===== src/rtl/per_channel_scale_requantize_core_assert.svh =====
// assertion macros for the requantizer rtl
// no dependencies; empty bodies when SYNTHESIS is defined
`ifndef PER_CHANNEL_SCALE_REQUANTIZE_CORE_ASSERT_SVH
`define PER_CHANNEL_SCALE_REQUANTIZE_CORE_ASSERT_SVH

`ifndef SYNTHESIS
`define RQNT_ASSERT(lbl, clk, rst_n, prop, msg) \
	lbl: assert property (@(posedge clk) disable iff (!rst_n) prop) else $error(msg);
`define RQNT_NEVER(lbl, clk, rst_n, expr, msg) \
	lbl: assert property (@(posedge clk) disable iff (!rst_n) !(expr)) else $error(msg);
`else
`define RQNT_ASSERT(lbl, clk, rst_n, prop, msg)
`define RQNT_NEVER(lbl, clk, rst_n, expr, msg)
`endif

`endif


===== src/rtl/rqnt_fifo.sv =====
// small register queue used between front and back and at the output
// depends on per_channel_scale_requantize_core_assert.svh
`default_nettype none
`include "per_channel_scale_requantize_core_assert.svh"

module rqnt_fifo #(
	parameter int WIDTH = 8,
	parameter int DEPTH = 4
) (
	input  wire logic                         clk,
	input  wire logic                         arst_n,
	input  wire logic                         wr,
	input  wire logic [WIDTH-1:0]             wdata,
	input  wire logic                         rd,
	output logic      [WIDTH-1:0]             rdata,
	output logic                              empty,
	output logic      [$clog2(DEPTH+1)-1:0]   count
);

	localparam int PW = $clog2(DEPTH);
	localparam int CW = $clog2(DEPTH + 1);

	logic [WIDTH-1:0] mem_q [DEPTH];
	logic [PW-1:0]    wr_ptr_q;
	logic [PW-1:0]    rd_ptr_q;
	logic [CW-1:0]    count_q;
	logic             full;
	logic             do_wr;
	logic             do_rd;

	assign empty = (count_q == '0);
	assign full  = (count_q == CW'(DEPTH));
	assign count = count_q;
	assign do_wr = wr && !full;
	assign do_rd = rd && !empty;
	assign rdata = mem_q[rd_ptr_q];

	always_ff @(posedge clk) begin
		if (do_wr) begin
			mem_q[wr_ptr_q] <= wdata;
		end
	end

	always_ff @(posedge clk or negedge arst_n) begin
		if (!arst_n) begin
			wr_ptr_q <= '0;
			rd_ptr_q <= '0;
			count_q  <= '0;
		end else begin
			if (do_wr) begin
				wr_ptr_q <= (wr_ptr_q == PW'(DEPTH - 1)) ? '0 : wr_ptr_q + 1'b1;
			end
			if (do_rd) begin
				rd_ptr_q <= (rd_ptr_q == PW'(DEPTH - 1)) ? '0 : rd_ptr_q + 1'b1;
			end
			if (do_wr && !do_rd) begin
				count_q <= count_q + 1'b1;
			end else if (do_rd && !do_wr) begin
				count_q <= count_q - 1'b1;
			end
		end
	end

	`RQNT_NEVER(a_no_overflow, clk, arst_n, wr && full, "write into full queue")
	`RQNT_NEVER(a_count_range, clk, arst_n, count_q > CW'(DEPTH), "queue count out of range")
	`RQNT_ASSERT(a_count_up, clk, arst_n, (do_wr && !do_rd) |=> (count_q == $past(count_q) + 1'b1), "queue count did not grow")

endmodule

`default_nettype wire


===== config.mk =====
export PLATFORM = sky130hd
export DESIGN_NAME = rqnt_fifo
export DESIGN_NICKNAME = d
export VERILOG_FILES = /design/src/rtl/rqnt_fifo.sv
export VERILOG_INCLUDE_DIRS = /design/src /design/src/rtl
export SDC_FILE = /design/constraint.sdc
export NUM_CORES = 1
export LEC_CHECK = 0
export BUFFER_PORTS_ARGS = -buffer_cell sky130_fd_sc_hd__buf_2
export CORE_UTILIZATION = 50
export DETAILED_ROUTE_END_ITERATION = 8
export PLACE_DENSITY = 0.74
export REMOVE_ABC_BUFFERS = 1
export SETUP_SLACK_MARGIN = 0.4
export SYNTH_ARGS = -nofsm -noshare
export SYNTH_HDL_FRONTEND = slang
export SYNTH_SLANG_ARGS = --single-unit

===== constraint.sdc =====
create_clock -name clk -period 1.9 [get_ports clk]
set_clock_uncertainty 0.05 [all_clocks]
set_input_delay 0.095 -clock clk [delete_from_list [all_inputs] [get_ports clk]]
set_output_delay 0.095 -clock clk [all_outputs]
set_load 0.1 [all_outputs]

==> metrics.cfg <==
[cts]
clock_sinks = 39
clk_pin_slew_ns = 0.12
numCtsBuffers = 5
cts_tree = done
clock_path_buffers = 2
root_buffer = clkbuf_4
h-tree-depth = 2
clock_latency_ns = 0.33

[run]
maxCapViolCount = 0

[sta]
worst_slew_pin_slew_ns = 0.483
period_needed_ns = 1.86
hold_viol = 0
slew_headroom = 0.680
finalSetupViolCount = 0
fmax_mhz = 537
rsz0062_at_grt = yes
maxSlewViolCount = 0
finalCritPeriodShare = 0.981

[floorplan]
initial_core_util = 0.529
dieWidth_um = 58.8
ios = 24
die_y_um = 58.8
rows = 20
coreArea_um2 = 3050
die_area_um2 = 3460

[grt]
grt_pass1_vias = 927
track_usage = 0.187
grt_pass1_wl_um = 4370
top_usage_layer = met2
use_met1 = 0.218
grtUsageMet2 = 0.313
grt.overflow.total = 0
antenna_found_initial = 0
grt_start_max_net_pins = 13
use_met3 = 0.0549

[worst_setup_path]
cp-end-kind = flop
r2r_slack_ns = 0.04
r2r_start = count[2]$_DFFE_PN0P_
crit_required_ns = 2.11
reg2reg_to = count[2]$_DFFE_PN0P_
crit_type = reg -> reg
worst_ep_arrival_time_ns = 2.08
reg2regPathDepth = 8
cp_max_fo = 4
critPathLaunchType = flop

[run_status]
outcome = finished, final reports clean

[logic_synthesis]
netlist_top_cells_area = edfxtp_1, mux4_2, dfrtp_1
synth_warnings = 0
synth_top_area_share = 0.595
seq_area_frac_synth = 0.704
netlist_area_um2 = 1610
ys_ff_latch = 39
yosysTopAreaCell = edfxtp_1
avgSynthCellArea_um2 = 20.7
synth.distinct_cells = 19
syn_inst = 78

[routing]
vias = 880
drcViolationCount = 0
routed_wirelength_um = 2980
drt-vias-per-instance = 5.03
drt_iter0_markers = 31
drtPass1Iterations = 4
wire_per_inst_um = 17.0
antenna_left = 0

[cells_and_area]
layout-drive-gt1-share = 0.542
stdcell_count = 175
diodes = 0
nets = 149
mostFrequentLayoutCell = edfxtp_1
layout_common_cells = edfxtp_1, buf_2, buf_4
area_growth_pct = 40.9

[place]
port_buffers = 23
dp_hpwl_um = 1610
dp_cells = 148
gpl.final_weighted_congestion = 0.646

[worst_hold_path]
worstHoldPathType = in -> async

[worst max-delay path, stage by stage, from the launching register on]
cell      delay (ns)
dfrtp_2         0.45
nor3_2          0.21
nand2b_4        0.18
ha_4            0.13
inv_2           0.03
fa_2            0.32
xor2_1          0.14
nor2_1          0.12
xor2_1          0.14
[Yosys cell counts]
master,number
edfxtp_1,32
mux4_2,8
dfrtp_1,7
ha_1,6
and2_1,4
inv_1,3
nor2_1,3
mux2_1,2
mux2_4,2
xor2_1,2
a21boi_4,1
buf_6,1
clkbuf_2,1
fa_1,1
mux2_2,1
nand2b_4,1
nor2_2,1
nor3_2,1
xnor2_1,1
[per-layer routing]
layer / up-vias / share of wire
met5: - / 0
met4: 0 / 0.026
met3: 10 / 0.046
met2: 20 / 0.51
met1: 447 / 0.42
li1: 403 / -
[timing repair]
| action | in CTS | in global routing |
|---|---|---|
| hold buffers | 9 | 0 |
| setup endpoints to repair | 46 | 45 |
| hold endpoints to repair | 39 | 0 |
| buffers inserted | 7 | 3 |
| gates resized for setup | 35 | 24 |
| pin swaps | 3 | 6 |
[worst max-delay path by stage]
stage	cells after the start	start	slack (ns)	end
finish	8	count[2]$_DFFE_PN0P_	0.04	count[2]$_DFFE_PN0P_
global route	8	count[2]$_DFFE_PN0P_	-0.06	count[2]$_DFFE_PN0P_
CTS	8	count[1]$_DFFE_PN0P_	0.07	count[2]$_DFFE_PN0P_
detailed placement	8	count[1]$_DFFE_PN0P_	-0.06	count[2]$_DFFE_PN0P_
global placement	8	count[1]$_DFFE_PN0P_	0.07	count[2]$_DFFE_PN0P_
floorplan	8	count[0]$_DFFE_PN0P_	-1.79	count[2]$_DFFE_PN0P_
[kinds of logic (layout without fill, tap and decap cells)]
| logic type | Yosys count | after routing | share of synthesized area |
|---|---|---|---|
| AND/OR/NAND/NOR | 10 | 10 | 0.0411 |
| buffers and inverters | 5 | 58 | 0.0171 |
| multiplexers | 13 | 13 | 0.151 |
| flip-flops | 39 | 39 | 0.704 |
| AO/OA/AOI/OAI | 1 | 1 | 0.0116 |
| adder cells (fa/ha/maj) | 7 | 7 | 0.0589 |
| XOR/XNOR | 3 | 3 | 0.0163 |
[area by class of cell]
type	count	area, µm²
fill	184	778
sequential	39	1140
tap	44	55.1
clock buffer	6	41.3
multi-input combinational	34	497
timing repair buffer	47	470
inverter	3	11.3
clock inverter	2	60.1
[sequential cells by signal, summed over array words and instances, names as in the netlist]
name and cells:
mem_q 32, wr_ptr_q 2, count 3, rd_ptr_q 2
[stage by stage]
step                TNS [ns]  utilization  area [µm²]  hold slack, ns  setup slack [ns]
floorplan             -12.06            -        1600          -0.251             -1.79
global placement           0        0.591        1810          -0.111            0.0714
detailed placement   -0.0610        0.591        1810          -0.110           -0.0610
CTS                        0        0.708        2160          0.0513            0.0683
global route         -0.0711        0.745        2270          0.0641           -0.0576
finish                     0        0.745        2270          0.0603            0.0365
Power is not shown: default switching activity piles up to over one toggle a cycle in this logic, so the estimate is an artifact.
