===== config.mk =====
export PLATFORM = sky130hd
export DESIGN_NAME = rqnt_back
export DESIGN_NICKNAME = d
export VERILOG_FILES = /design/src/rtl/rqnt_pkg.sv /design/src/rtl/rqnt_back.sv
export VERILOG_INCLUDE_DIRS = /design/src /design/src/rtl
export SDC_FILE = /design/constraint.sdc
export NUM_CORES = 1
export LEC_CHECK = 0
export ABC_AREA = 1
export ABC_CLOCK_PERIOD_IN_PS = 10100
export BUFFER_PORTS_ARGS = -buffer_cell sky130_fd_sc_hd__buf_2
export CAP_MARGIN = 30
export CORE_MARGIN = 5
export CORE_UTILIZATION = 45
export CTS_BUF_LIST = sky130_fd_sc_hd__clkbuf_16
export CTS_CLUSTER_SIZE = 10
export DETAILED_ROUTE_END_ITERATION = 10
export GPL_TIMING_DRIVEN = 0
export PLACE_DENSITY = 0.58
export SYNTH_ARGS = -nofsm -noshare
export SYNTH_HDL_FRONTEND = slang
export SYNTH_SLANG_ARGS = --single-unit

===== constraint.sdc =====
create_clock -name clk -period 10.1 [get_ports clk]
set_input_delay 0.505 -clock clk [delete_from_list [all_inputs] [get_ports clk]]
set_output_delay 0.505 -clock clk [all_outputs]
set_load 0.05 [all_outputs]

===== src/rtl/per_channel_scale_requantize_core_assert.svh =====
// assertion macros for the requantizer rtl
// no dependencies; empty bodies when SYNTHESIS is defined
`ifndef PER_CHANNEL_SCALE_REQUANTIZE_CORE_ASSERT_SVH
`define PER_CHANNEL_SCALE_REQUANTIZE_CORE_ASSERT_SVH

`ifndef SYNTHESIS
`define RQNT_ASSERT(lbl, clk, rst_n, prop, msg) \
	lbl: assert property (@(posedge clk) disable iff (!rst_n) prop) else $error(msg);
`define RQNT_NEVER(lbl, clk, rst_n, expr, msg) \
	lbl: assert property (@(posedge clk) disable iff (!rst_n) !(expr)) else $error(msg);
`else
`define RQNT_ASSERT(lbl, clk, rst_n, prop, msg)
`define RQNT_NEVER(lbl, clk, rst_n, expr, msg)
`endif

`endif


===== src/rtl/rqnt_pkg.sv =====
// shared types and constants for the per-channel requantizer
// no dependencies
`default_nettype none

package rqnt_pkg;

	localparam int RQNT_CHANNELS = 64;
	localparam int MID_DEPTH = 4;
	localparam int OUT_DEPTH = 8;
	localparam int MC_W = $clog2(MID_DEPTH + 1);
	localparam int OC_W = $clog2(OUT_DEPTH + 1);
	localparam int PROD_W = 41;
	localparam int SUM_W = 42;

	typedef enum logic [2:0] {
		CFG_SIGNED_OUTPUT   = 3'd0,
		CFG_ASYMMETRIC_MODE = 3'd1,
		CFG_ZERO_POINT      = 3'd2,
		CFG_RELU_ENABLE     = 3'd3,
		CFG_RELU_CEILING    = 3'd4,
		CFG_NARROW_TO_16BIT = 3'd5
	} cfg_idx_t;

	typedef struct packed {
		logic              signed_output;
		logic              asymmetric_mode;
		logic signed [8:0] zero_point;
		logic              relu_enable;
		logic [7:0]        relu_ceiling;
		logic              narrow_to_16bit;
	} cfg_t;

	typedef struct packed {
		logic [5:0]         channel;
		logic signed [8:0]  elem;
		logic signed [31:0] scale;
		logic signed [31:0] bias;
		logic signed [5:0]  shift;
	} mid_item_t;

	typedef struct packed {
		logic signed [8:0] value;
		logic [5:0]        channel;
	} out_item_t;

endpackage

`default_nettype wire


===== src/rtl/rqnt_back.sv =====
// back part: multiply, bias, clamp, shift, zero point, relu, saturate
// depends on rqnt_pkg and per_channel_scale_requantize_core_assert.svh
`default_nettype none
`include "per_channel_scale_requantize_core_assert.svh"

module rqnt_back (
	input  wire logic                      clk,
	input  wire logic                      arst_n,
	input  wire rqnt_pkg::cfg_t            cfg,
	input  wire logic                      mid_empty,
	input  wire rqnt_pkg::mid_item_t       mid_item,
	output logic                           mid_rd,
	input  wire logic [rqnt_pkg::OC_W-1:0] out_count,
	output logic                           out_wr,
	output rqnt_pkg::out_item_t            out_item
);

	import rqnt_pkg::*;

	localparam logic signed [SUM_W-1:0] S16_MIN = -SUM_W'(32768);
	localparam logic signed [SUM_W-1:0] S16_MAX = SUM_W'(32767);
	localparam logic signed [SUM_W-1:0] U16_MAX = SUM_W'(65535);
	localparam logic signed [SUM_W-1:0] L20_MIN = -SUM_W'(1048576);
	localparam logic signed [SUM_W-1:0] L20_MAX = SUM_W'(1048576);

	function automatic logic signed [15:0] clamp16(input logic signed [53:0] v);
		logic signed [15:0] r;
		if (v < -54'sd32768) begin
			r = -16'sd32768;
		end else if (v > 54'sd32767) begin
			r = 16'sd32767;
		end else begin
			r = v[15:0];
		end
		return r;
	endfunction

	logic                     v_s1, v_s2, v_s3;
	logic signed [PROD_W-1:0] prod_s1;
	logic signed [31:0]       bias_s1;
	logic signed [5:0]        shift_s1, shift_s2;
	logic [5:0]               ch_s1, ch_s2, ch_s3;
	logic signed [SUM_W-1:0]  sum_d, sum_c, sum_s2;
	logic signed [15:0]       c16_d, c16_s3;
	logic signed [SUM_W-1:0]  rs;
	logic signed [21:0]       c21;
	logic signed [53:0]       ls;
	logic [5:0]               lamt;
	logic signed [16:0]       v17;
	logic signed [8:0]        res;
	logic [OC_W+1:0]          occ;

	assign occ    = (OC_W + 2)'(out_count) + (OC_W + 2)'(v_s1) + (OC_W + 2)'(v_s2)
		+ (OC_W + 2)'(v_s3);
	assign mid_rd = !mid_empty && (occ < (OC_W + 2)'(OUT_DEPTH));

	always_ff @(posedge clk or negedge arst_n) begin
		if (!arst_n) begin
			v_s1 <= 1'b0;
			v_s2 <= 1'b0;
			v_s3 <= 1'b0;
		end else begin
			v_s1 <= mid_rd;
			v_s2 <= v_s1;
			v_s3 <= v_s2;
		end
	end

	// stage 1: product
	always_ff @(posedge clk) begin
		if (mid_rd) begin
			prod_s1  <= mid_item.elem * mid_item.scale;
			bias_s1  <= mid_item.bias;
			shift_s1 <= mid_item.shift;
			ch_s1    <= mid_item.channel;
		end
	end

	// stage 2: bias and optional 16-bit clamp
	always_comb begin
		sum_d = SUM_W'(prod_s1) + SUM_W'(bias_s1);
		sum_c = sum_d;
		if (!cfg.asymmetric_mode && cfg.narrow_to_16bit) begin
			if (cfg.signed_output) begin
				if (sum_d < S16_MIN) begin
					sum_c = S16_MIN;
				end else if (sum_d > S16_MAX) begin
					sum_c = S16_MAX;
				end
			end else begin
				if (sum_d < 0) begin
					sum_c = '0;
				end else if (sum_d > U16_MAX) begin
					sum_c = U16_MAX;
				end
			end
		end
	end

	always_ff @(posedge clk) begin
		if (v_s1) begin
			sum_s2   <= sum_c;
			shift_s2 <= shift_s1;
			ch_s2    <= ch_s1;
		end
	end

	// stage 3: floor right shift or clamped left shift
	always_comb begin
		rs   = sum_s2 >>> shift_s2[4:0];
		lamt = 6'(-shift_s2);
		if (sum_s2 < L20_MIN) begin
			c21 = L20_MIN[21:0];
		end else if (sum_s2 > L20_MAX) begin
			c21 = L20_MAX[21:0];
		end else begin
			c21 = sum_s2[21:0];
		end
		ls = 54'(c21) <<< lamt;
		if (shift_s2 > 0) begin
			c16_d = clamp16(54'(rs));
		end else if (shift_s2 < 0) begin
			c16_d = clamp16(ls);
		end else begin
			c16_d = clamp16(54'(sum_s2));
		end
	end

	always_ff @(posedge clk) begin
		if (v_s2) begin
			c16_s3 <= c16_d;
			ch_s3  <= ch_s2;
		end
	end

	// zero point, relu, saturation, relu ceiling
	always_comb begin
		v17 = 17'(c16_s3) + (cfg.asymmetric_mode ? 17'(cfg.zero_point) : 17'sd0);
		if (cfg.relu_enable && v17 < 0) begin
			v17 = '0;
		end
		if (cfg.signed_output) begin
			if (v17 < -17'sd128) begin
				res = -9'sd128;
			end else if (v17 > 17'sd127) begin
				res = 9'sd127;
			end else begin
				res = v17[8:0];
			end
		end else begin
			if (v17 < 0) begin
				res = '0;
			end else if (v17 > 17'sd255) begin
				res = 9'sd255;
			end else begin
				res = v17[8:0];
			end
		end
		if (cfg.relu_enable && cfg.relu_ceiling != '0
			&& res > $signed({1'b0, cfg.relu_ceiling})) begin
			res = $signed({1'b0, cfg.relu_ceiling});
		end
	end

	assign out_wr           = v_s3;
	assign out_item.value   = res;
	assign out_item.channel = ch_s3;

	`RQNT_ASSERT(a_s1_to_s2, clk, arst_n, v_s1 |=> v_s2, "stage 1 item did not advance")
	`RQNT_ASSERT(a_s2_to_s3, clk, arst_n, v_s2 |=> v_s3, "stage 2 item did not advance")
	`RQNT_NEVER(a_credit, clk, arst_n, occ > (OC_W + 2)'(OUT_DEPTH), "output credit exceeded")

endmodule

`default_nettype wire


==> results.yml, run 1 <==
pwr:
  clock_power_share_pct: 10.1
  power.share.combinational_pct: 72.2
  internal-power_uw: 3260
  netSwitchingFraction_pct: 51.4
  max-vdd-ir-drop_v: 0.000139
  p_leak_uw: 0.0145
  power.share.sequential_pct: 17.7
  cellPowerDensity_nw_per_um2: 238
  power.switching_uw: 3440
floorplan:
  start_util_pct: 45.1
  fp-row-count: 88
  die_area_um2: 62500
  fp.dieH_um: 250
  count_of_pins_on_the_block_boundary: 130
  core_area_um2: 57400
  die_w_um: 250
grt:
  gr-usage-all-layers_pct: 25.0
  antenna_found_initial: 0
  first_global_vias: 23800
  gr-usage-met1_pct: 32.4
  grt_util_met3_pct: 2.06
  gr-max-usage-layer: "met2"
  overflow: 0
  grt_pass1_wl_um: 126000
  grt_util_met2_pct: 43.9
  grt_start_max_net_pins: 45
timing:
  fmax_ghz: 0.153
  fin_ws_ps: 3560
  finalClockSkew_ps: 18.2
  final.setup.tns_ps: 0
  setup_viol: 0
  rsz0062_at_grt: "no"
  final.min_clock_period_ps: 6540
  report.final.hold_viol_count: 0
  portion_of_the_clock_cycle_consumed_by_the_worst_path_in_the_final_layout_pct: 64.7
  relSlewSlack_pct: 40.1
  worst-slew-pin-transition_ps: 895
  report.final.slew_viol_count: 0
yosys:
  synth_cells: 3753
  synth-edff-count: 161
  synth_top_area_cell: "sky130_fd_sc_hd__nand2_1"
  yosysWarningCount: 0
  netlist_top_cells_count: "sky130_fd_sc_hd__nand2_1 (1308), sky130_fd_sc_hd__inv_1 (541), sky130_fd_sc_hd__fa_1 (234)"
  ys_async_sr_fraction_pct: 1.83
  top_ff_cell_synth: "sky130_fd_sc_hd__edfxtp_1"
  syn_area_per_cell_um2: 6.90
  ys_ff_latch: 164
  synth.area.top_cells: "sky130_fd_sc_hd__nand2_1 (19%), sky130_fd_sc_hd__edfxtp_1 (19%), sky130_fd_sc_hd__fa_1 (18%), sky130_fd_sc_hd__inv_1 (7.8%), sky130_fd_sc_hd__ha_1 (7.0%)"
  library_cells_used_by_synthesis: 62
  synth.yosys.seq_area_share_pct: 19.0
  mappedNetlistArea_um2: 25900
  post-synth-top-area-fraction_pct: 19.0
  yosysMostFrequentCell: "sky130_fd_sc_hd__nand2_1"
  syn-num-nets: 4244
placement:
  place.detailed.instances: 4620
  numPortBuffers: 96
  pre_cts_slack_ps: 3070
  hpwl_um: 67200
  placed_cell_area_um2: 27500
  gp_congestion: 0.942
clock_tree:
  clock_sinks: 164
  clk_latency_ps: 470
  cts.path.max_buffers: 2
  cts-buffers-inserted: 17
  clock_tree.htree_level_count: 4
  cts_root_buf: "sky130_fd_sc_hd__clkbuf_16"
  cts_tree: "done"
  clock_edge_transition_at_the_registers_on_the_reported_setup_and_hold_paths_ps: 90
cells_and_area:
  stdcell_area_um2: 28100
  nets: 4366
  n_antenna_cell: 0
  post_layout_nonfiller_instances: 4653
  fillerInstances: 6136
  post_route_cells_drive_above_1_share_pct: 7.46
  synthToLayoutAreaGrowth_pct: 8.56
worst_setup_path:
  crit_path_top_delay_cell: "sky130_fd_sc_hd__fa_1"
  regToRegEndpoint: "c16_s3[10]"
  timing.critical_path.arrival_ps: 6750
  crit_type: "in2reg"
  critPathMostFrequentCell: "sky130_fd_sc_hd__fa_1"
  cp_slowest_stage_delay_ps: 570
  endpoint: "prod_s1[39]"
  crit_path_start_kind: "input port"
  required_ps: 10310
  r2r.worst_path.cells: 26
  crit-reg2reg-launch: "shift_s2[1]"
  maximum_net_fanout_on_the_critical_path: 10
  crit_path_end_kind: "register"
  worstSetupStartpoint: "mid_item[78]"
  regToRegSetupSlack_ps: 5080
routing:
  drt_first_iter_violations: 1589
  route.vias.total: 24100
  vias_per_cell: 5.18
  dr.pass1.iters: 5
  postRouteWirelength_um: 79400
  drc: 0
  detail_route.wl_per_cell_um: 17.1
  ant_nets: 0
outcome:
  status: "completed"
job:
  maxCapViolCount: 0
worst_hold_path:
  min_path_cells: 1
  hold_class: "in2reg"
cells in the final DEF (no fill, tap or decap), drive strengths merged, types with 7 or more instances in the layout:
cell type,netlist,routed
ha,144,144
nand2,1318,1318
o211ai,17,17
o21a,8,8
nor3,23,23
clkbuf,104,121
nand3b,9,9
mux2i,41,41
nand4,61,61
inv,550,559
edfxtp,161,161
a21o,7,7
xor2,58,58
fa,234,234
clkinv,3,9
buf,76,178
o221ai,7,7
nand3,171,171
xnor2,36,36
or2,37,37
nor2,228,228
nor4,11,11
a21oi,187,187
o21ai,212,212
a31oi,18,18
cell families (layout without fill, tap and decap cells):
group / Yosys count / after routing / share of synthesized area (%)
adders and majority gates: 378 / 378 / 25.0
DFF: 164 / 164 / 19.0
muxes: 41 / 41 / 1.58
AOI/OAI and AO/OA: 481 / 481 / 10.5
and+or+nand+nor: 1862 / 1862 / 29.5
xor gates and xnor gates: 94 / 94 / 3.21
buffers and inverters: 733 / 868 / 11.2
power by group through the flow:
| stage | logic [µW] | clock network [µW] | registers (µW) |
|---|---|---|---|
| 4_1_cts | 4860 | 700 | 1190 |
| 3_5_place_dp | 4820 | 0 | 1200 |
| 2_1_floorplan | 3710 | 0 | 1180 |
| 3_3_place_gp | 4800 | 0 | 1210 |
| 6_report | 4840 | 679 | 1180 |
| 5_1_grt | 5540 | 730 | 1200 |
per-layer routing:
metal,part of all wire (%),up-vias
met5,0,-
met4,3.7,0
met3,3.6,128
met2,49,588
met1,44,11300
li1,-,12100
metrics by stage:
step / util (%) / power (µW) / hold WS, ps
3_5_place_dp: 47.9 / 6020 / 301
5_1_grt: 49.0 / 7470 / 183
6_report: 49.0 / 6700 / 200
3_3_place_gp: 47.7 / 6020 / 301
4_1_cts: 49.0 / 6750 / 176
2_1_floorplan: - / 4890 / 209
worst max-delay path, delay by kind of cell:
kind                     cells  cell delay, ps
AO/OA/AOI/OAI                8            1720
AND/OR/NAND/NOR              5             720
XOR/XNOR                     1             100
buffers and inverters        6             760
adder cells (fa/ha/maj)      6            2930
flip-flops by register name (all words and copies together) (netlist names), 16 cells and up:
register,count
c16_s3,16
prod_s1,41
bias_s1,32
sum_s2,42
how the worst min path moves through the flow:
stage                       from         end
global route        mid_item[14]  bias_s1[8]
finish               mid_item[6]  bias_s1[0]
CTS                  mid_item[6]  bias_s1[0]
detailed placement        arst_n      out_wr
floorplan                 arst_n      out_wr
global placement          arst_n      out_wr
final cells by class:
type	instances	area, µm²	share of cell area [%]
Timing Repair Buffer	103	598	2.13
Clock buffer	17	425	1.51
Clock inverter	15	221	0.788
Inverter	553	2080	7.38
Buffer	180	825	2.93
Multi-Input combinational cell	2856	18100	64.4
Sequential cell	164	4910	17.5
Tap cell	765	957	3.40
timing repair:
action,CTS,global route
hold endpoints to repair,3,0
buffers inserted,0,0
resized for setup,0,0
hold buffers,1,0
(Power assumes the default switching activity.)
==> run 2, diff against run 1 <==
ABC_CLOCK_PERIOD_IN_PS = 6200   (was 10100)
clock period = 6.2 ns   (was 10.1 ns; I/O delays follow)
==> run 2 against run 1 <==
Against the previous run: global-route usage down 0.22 points; setup slack got worse by 3300 ps; largest power group unchanged; critical path depth fell by 2; sequential power rose by 64%; clock power up 59%; non-clock buffer count rose by 16; final area rose by 0.87%; cell count is 0.34% higher; critical path type unchanged; first-iteration DRC count rose by 2.2%; wire length is 0.15% lower.
==> results.yml, run 2 (synthesis results as in run 1) <==
timing:
  relSlewSlack_pct: 39.3
  fin_ws_ps: 250
  worst-slew-pin-transition_ps: 907
  report.final.hold_viol_count: 0
  portion_of_the_clock_cycle_consumed_by_the_worst_path_in_the_final_layout_pct: 96.0
  report.final.slew_viol_count: 0
  setup_viol: 0
  final.min_clock_period_ps: 5950
  fmax_ghz: 0.168
  finalClockSkew_ps: 13.1
  hold-worst-slack_ps: 25.1
pwr:
  power.share.sequential_pct: 17.6
  max-vdd-ir-drop_v: 0.000205
  clock_power_share_pct: 9.8
  internal-power_uw: 5340
  p_leak_uw: 0.0146
  cellPowerDensity_nw_per_um2: 387
  power.switching_uw: 5630
  power.share.combinational_pct: 72.6
  netSwitchingFraction_pct: 51.3
routing:
  dr.pass1.iters: 7
  route.vias.total: 24200
  drt_first_iter_violations: 1624
  postRouteWirelength_um: 79200
  ant_nets: 0
  detail_route.wl_per_cell_um: 17.0
  drc: 0
  vias_per_cell: 5.18
clock_tree:
  clock_tree.htree_level_count: 4
  cts_tree: "done"
  cts_root_buf: "sky130_fd_sc_hd__clkbuf_16"
  clock_edge_transition_at_the_registers_on_the_reported_setup_and_hold_paths_ps: 80
  clock_sinks: 164
  cts.path.max_buffers: 2
  cts-buffers-inserted: 17
  clk_latency_ps: 460
cells_and_area:
  mostFrequentLayoutCell: "sky130_fd_sc_hd__nand2_1"
  synthToLayoutAreaGrowth_pct: 9.50
  post_route_cells_drive_above_1_share_pct: 7.99
  post_layout_nonfiller_instances: 4669
  n_antenna_cell: 0
  nets: 4382
  largest_register_ff_count: 42
  layout.cells.most_common_list: "sky130_fd_sc_hd__nand2_1 (1306), sky130_fd_sc_hd__inv_1 (539), sky130_fd_sc_hd__fa_1 (234)"
  layout_top_registers: "sum_s2 (42), prod_s1 (41), bias_s1 (32)"
  stdcell_area_um2: 28400
  registers.top_by_ff_count: "sum_s2"
  fillerInstances: 6058
grt:
  gr-usage-all-layers_pct: 24.7
  antenna_found_initial: 0
  grt_start_max_net_pins: 45
  overflow: 0
  grt_pass1_wl_um: 125000
  first_global_vias: 23500
placement:
  placed_cell_area_um2: 27500
  place.detailed.instances: 4620
  numPortBuffers: 96
  gp_congestion: 0.963
  pre_cts_slack_ps: -654
  hpwl_um: 67200
floorplan:
  die_w_um: 250
  core_area_um2: 57400
  die_area_um2: 62500
  fp.dieH_um: 250
  count_of_pins_on_the_block_boundary: 130
  start_util_pct: 45.1
  fp-row-count: 88
worst_setup_path:
  maximum_net_fanout_on_the_critical_path: 10
  regToRegSetupSlack_ps: 920
  crit_path_end_kind: "register"
  timing.critical_path.arrival_ps: 6150
  crit_type: "in2reg"
  required_ps: 6400
  crit_path_start_kind: "input port"
worst_hold_path:
  hold_class: "in2reg"
job:
  maxCapViolCount: 0
outcome:
  status: "completed"
[run 2: critical path, stage by stage]
cell	delay, ps
sky130_fd_sc_hd__buf_2	120
sky130_fd_sc_hd__inv_1	120
sky130_fd_sc_hd__clkbuf_2	260
sky130_fd_sc_hd__or2_2	350
sky130_fd_sc_hd__fa_1	550
sky130_fd_sc_hd__inv_1	60
sky130_fd_sc_hd__fa_1	500
sky130_fd_sc_hd__fa_1	530
sky130_fd_sc_hd__fa_1	530
sky130_fd_sc_hd__ha_1	320
sky130_fd_sc_hd__ha_1	360
sky130_fd_sc_hd__nand2_1	80
sky130_fd_sc_hd__o21ai_0	260
sky130_fd_sc_hd__nand2_1	80
sky130_fd_sc_hd__o211ai_1	140
sky130_fd_sc_hd__a31oi_1	130
sky130_fd_sc_hd__o21ai_1	280
sky130_fd_sc_hd__a211oi_2	140
sky130_fd_sc_hd__o31ai_1	380
sky130_fd_sc_hd__nand2_1	170
sky130_fd_sc_hd__nor2_1	120
sky130_fd_sc_hd__nor2_1	70
sky130_fd_sc_hd__o21ai_0	190
sky130_fd_sc_hd__xor2_1	90
[run 2: area by class of cell]
| cell class | instances | area, µm² | area share (%) |
|---|---|---|---|
| Multi-Input combinational cell | 2856 | 18200 | 64.1 |
| Inverter | 553 | 2080 | 7.33 |
| Tap cell | 765 | 957 | 3.38 |
| Timing Repair Buffer | 120 | 786 | 2.77 |
| Clock buffer | 17 | 425 | 1.50 |
| Buffer | 179 | 837 | 2.95 |
| Sequential cell | 164 | 4910 | 17.3 |
| Clock inverter | 15 | 199 | 0.701 |
[run 2: worst paths after layout]
kind                              startpoint  depth (start not counted)           to
min in group asynchronous             arst_n                          2       out_wr
worst min register to register      ch_s1[3]                          0     ch_s2[3]
max in group asynchronous             arst_n                          2         v_s1
worst max-delay path            mid_item[78]                         24  prod_s1[36]
worst min-delay path             mid_item[8]                          1   bias_s1[2]
worst max register to register   shift_s2[1]                         27    c16_s3[6]
[run 2: power groups by stage]
stage | registers [µW] | clock network [µW] | logic [µW]
finish | 1930 | 1080 | 7960
global route | 1950 | 1160 | 9100
CTS | 1930 | 1110 | 7930
detailed placement | 1950 | 0 | 7850
global placement | 1960 | 0 | 7820
floorplan | 1920 | 0 | 6040
[run 2: through the flow]
step	TNS, ps	power (µW)	util, %
2_1_floorplan	0	7960	-
6_report	0	11000	49.4
4_1_cts	0	11000	49.3
3_3_place_gp	-102610	9790	47.7
3_5_place_dp	-3240	9800	47.9
5_1_grt	-72.0	12200	49.4
[run 2: per-layer routing]
layer	GRT usage (%)	routed length [µm]	vias up	share of wire, %
met5	0	0	-	0
met4	9.99	3590	0	4.5
met3	2.55	3180	165	4.0
met2	43.1	38400	677	48
met1	31.5	34000	11200	43
li1	-	-	12200	-
[run 2: what timing repair did]
action / in CTS / in global routing
gates resized for setup: 2 / 48
pin swaps: 0 / 1
hold buffers: 17 / 0
hold endpoints to repair: 19 / 0
setup buffers: 0 / 1
endpoints found under the setup margin: 3 / 12
